==> config.mk <==
export PLATFORM = sky130hd
export DESIGN_NAME = iap_mul
export DESIGN_NICKNAME = d
export VERILOG_FILES = /design/src/design/iap_pkg.sv /design/src/design/iap_mul.sv
export SDC_FILE = /design/constraint.sdc
export NUM_CORES = 2
export LEC_CHECK = 0
export BUFFER_PORTS_ARGS = -buffer_cell sky130_fd_sc_hd__buf_2
export CAP_MARGIN = 25
export CORE_MARGIN = 2
export CORE_UTILIZATION = 59
export CTS_CLUSTER_SIZE = 12
export DETAILED_ROUTE_END_ITERATION = 8
export PLACE_DENSITY_LB_ADDON = 0.12
export SYNTH_ARGS = -nofsm -noshare
export SYNTH_HDL_FRONTEND = slang
export SYNTH_SLANG_ARGS = --single-unit
==> constraint.sdc <==
create_clock -name clk -period 8.07 [get_ports clk]
set_clock_uncertainty 0.2 [all_clocks]
set_input_delay 0.807 -clock clk [delete_from_list [all_inputs] [get_ports clk]]
set_output_delay 0.807 -clock clk [all_outputs]
set_load 0.02 [all_outputs]
==> src/design/iap_pkg.sv <==
package iap_pkg;

    // digit width of the partial product multipliers
    localparam int LIMB = 32;

    // register stages through one multiplier
    localparam int MUL_LAT = 5;

endpackage

==> src/design/iap_mul.sv <==
module iap_mul #(
    parameter int WA = 32,
    parameter int WB = 32
) (
    input  logic                 clk,
    input  logic                 en,
    input  logic signed [WA-1:0] a,
    input  logic signed [WB-1:0] b,
    output logic signed [WA+WB-1:0] p
);

    import iap_pkg::*;

    localparam int NA  = (WA + LIMB - 1) / LIMB;
    localparam int NB  = (WB + LIMB - 1) / LIMB;
    localparam int PA  = NA * LIMB;
    localparam int PB  = NB * LIMB;
    localparam int RWD = PB + LIMB;
    localparam int TW  = PA + PB;
    localparam int OW  = WA + WB;

    logic [WA-1:0]       ma_next;
    logic [WB-1:0]       mb_next;
    logic [PA-1:0]       ma_reg;
    logic [PB-1:0]       mb_reg;
    logic [3:0]          sg_reg;
    logic [2*LIMB-1:0]   pp_reg [NA*NB];
    logic [RWD-1:0]      row_next [NA];
    logic [RWD-1:0]      row_reg [NA];
    logic [TW-1:0]       tot_next;
    logic [TW-1:0]       tot_reg;
    logic signed [OW-1:0] p_reg;

    // magnitudes, partial product rows, then the full sum
    always_comb
    begin
        ma_next = a[WA-1] ? $unsigned(-a) : $unsigned(a);
        mb_next = b[WB-1] ? $unsigned(-b) : $unsigned(b);
        for (int i = 0; i < NA; i++)
        begin
            row_next[i] = '0;
            for (int j = 0; j < NB; j++)
            begin
                row_next[i] = row_next[i] + (RWD'(pp_reg[i*NB+j]) << (LIMB*j));
            end
        end
        tot_next = '0;
        for (int i = 0; i < NA; i++)
        begin
            tot_next = tot_next + (TW'(row_reg[i]) << (LIMB*i));
        end
    end

    always_ff @(posedge clk)
    begin
        if (en)
        begin
            ma_reg    <= PA'(ma_next);
            mb_reg    <= PB'(mb_next);
            sg_reg[0] <= a[WA-1] ^ b[WB-1];
            for (int i = 0; i < NA; i++)
            begin
                for (int j = 0; j < NB; j++)
                begin
                    pp_reg[i*NB+j] <= ma_reg[i*LIMB +: LIMB] * mb_reg[j*LIMB +: LIMB];
                end
            end
            sg_reg[1] <= sg_reg[0];
            row_reg   <= row_next;
            sg_reg[2] <= sg_reg[1];
            tot_reg   <= tot_next;
            sg_reg[3] <= sg_reg[2];
            p_reg     <= sg_reg[3] ? -$signed(tot_reg[OW-1:0]) : $signed(tot_reg[OW-1:0]);
        end
    end

    assign p = p_reg;

endmodule

==> impl_results.md <==
- Total inserted antenna cells: 0
- Critical Setup Path Class: flop to flop
- Leading post-synthesis cells by cell area: fa_1, edfxtp_1, and2_1
- Crit-path max cell delay: 0.54 ns
- Detailed router's first-iteration violation count: approximately 1800
- Maximum number of pins on one net before global-route repair: 182
- Post-synthesis cell type with the largest combined area: fa_1
- Required time worst endpoint: 8.15 ns
- Worst Reg-to-Reg Cells: 26
- Crit-path slowest cell: fa_1
- Area of the mapped netlist: 45650 um^2
- Number of distinct standard cells referenced by the synthesized netlist: 70
- Core Region: 76330 um^2
- Antenna violations before repair: 0
- Final core utilization: around 65%
- Nature of the critical path startpoint: flop
- Number of enable-type register cells in the synthesized netlist: 324
- Number of inserted filler cells in the final layout: 6260
- Max-slew headroom: 38.31%
- Status: complete, no violations
- Max-slew violation total from the final report: 0
- Wire length of the first global-routing pass: ~170 mm
- I/O pins: 130
- Class of the most critical hold timing path: flop to flop
- Area of the multi-input gates: 31840 um^2
- Routability cong.: 0.9034
- Post-route clock period utilization: 96.97%
- Number of standard-cell rows in the floorplan: 101
- Post-Synthesis Net Count: about 5600
- Effective utilization at floorplan: 59.80%
- Most frequently used flop master after synthesis: edfxtp_1
- Via count of the first global-routing pass: 31460
- GRT Overall Usage: 27.48%
- Dpl hpwl: 85.57 mm
- Final sum of negative setup slack: 0 ns
- Die height: 282.2 um
- Data arrival time of the critical path: 7.91 ns
- Synthesized instance count: 4368
- Die area: 79610 um^2
- Count of warnings emitted by yosys: 0
- GRT Residual Overflow: 0
- Total wirelength of the detailed-routed design: 104.2 mm
- Routed wirelength normalized by instance count: 18.74 um
- Most numerous cell in the Yosys netlist: fa_1
- Average cell area after synthesis: ~10 um^2
- Clock root cell: clkbuf_16
- Via total after detailed routing: 29980
- Proportion of netlist area held by the largest area contributor: 39.30%
- Proportion of synthesized chip area in sequential cells: about a fifth
- Pin slew with the least headroom to its limit: about 0.93 ns
- TritonCTS clock tree: yes
- Final layout net count: approximately 5700
- Minimum clock period after layout: 7.825 ns
- Yosys reg bits: approximately 320
- Register-to-register setup slack: 0.24 ns
- Clock sink count: about 320
- Number of setup violations in the final report: 0
- Endpoint kind of the worst setup timing path: flop
- Post-detailed-route DRC marker count: 0
- Antenna-violating nets left: 0
- Critical-path maximum fanout: 7
- Via count normalized by instance count: approximately 5.4
- Area occupied by registers: 9729 um^2
- Hold Slack: 0.1976 ns
- Die span in x: 282.2 um
- Number of buffers created by CTS: 35
- Post-synthesis to final-layout area growth: 9.363%
- Count of endpoints failing hold in the final timing report: 0
- Most common library cells after synthesis: fa_1, inv_1, and2_1, nand2_1, edfxtp_1
- First-pass iteration count of the detailed router: 5
- Fraction of synthesis flops using an asynchronous set or reset pin: 0%
- Hold-critical path depth: 0
- Clock transition at the registers of the reported paths: 0.06 ns
- Highest achievable clock rate: 0.1278 GHz
- Insertion delay of the later-clocked pin in the worst-skew pair: 0.55 ns
- Deepest clock path buffer count: 3
- Count of maximum capacitance violations: 0
- Fraction of final layout cells with drive strength greater than 1: 9.510%
- Number of H-tree branching levels: 2
- Critical path's most frequent cell: fa_1
- IO Port Bufs: 129
## critical path, delay by kind of cell (launching register included)
family                   cells  cell delay [ns]
AO/OA/AOI/OAI                6             1.14
buffers and inverters        7             0.78
adder cells (fa/ha/maj)      9             4.23
AND/OR/NAND/NOR              3             0.55
XOR/XNOR                     1             0.14
flip-flops                   1             0.51
## area by class of cell
cell class                 instances  area share [%]
timing repair buffer             347           5.567
clock buffer                      42           1.807
sequential                       324           19.49
inverter                         862           6.481
clock inverter                    13          0.3033
multi-input combinational       2944           63.77
tap                             1030           2.582
## path summary, 6_finish.rpt
check             endpoint        start
max          pp_reg[0][63]   ma_reg[11]
min            tot_reg[20]  row_reg[20]
max reg2reg  pp_reg[0][63]   ma_reg[11]
min reg2reg    tot_reg[20]  row_reg[20]
## kinds of logic (layout without fill, tap and decap cells)
group	Yosys count	count (layout)	share of synthesized area, %
compound gates	310	310	4.498
xor+xnor	181	181	3.473
fa+ha+maj	1162	1162	46.59
buf+inv	1100	1264	9.051
flops	324	324	21.31
mux	2	2	0.04386
simple gates	1289	1289	15.03
## routing by layer
layer  vias up  GRT usage [%]  wire length (um)
met1     15200          39.57             45890
met2      1081          41.76             45920
met3       111          8.417             10680
met4         0          5.237              1734
li1      13600              -                 -
met5         -              0                 0
## layout by cell type (no fill, tap or decap), drive strengths merged, types with 35 or more instances in the layout
cell / synthesis / layout
edfxtp: 324 / 324
inv: 862 / 863
ha: 266 / 266
fa: 896 / 896
and2: 633 / 633
o31ai: 41 / 41
xnor2: 146 / 146
xor2: 35 / 35
clkbuf: 233 / 42
a21oi: 83 / 83
o21ai: 66 / 66
nand2: 486 / 486
buf: 5 / 347
## through the flow
step | std cells | area [um^2] | setup WS [ns]
floorplan | 4368 | 45650 | 0.5479
global route | 5562 | 49920 | -0.01074
CTS | 5547 | 49730 | 0.01773
finish | 5562 | 49920 | 0.2449
global placement | 5488 | 48640 | 0.01474
detailed placement | 5488 | 48640 | -0.03343
## repair_timing
action	4_1_cts	5_1_grt
hold buffers	0	0
pin swaps	0	2
endpoints found under the setup margin	2	14
resized for setup	1	15
buffers inserted	4	15
Power is left out: the tool's default activity adds up to more than one toggle a clock period on the data nets, which glitch-free logic cannot reach.
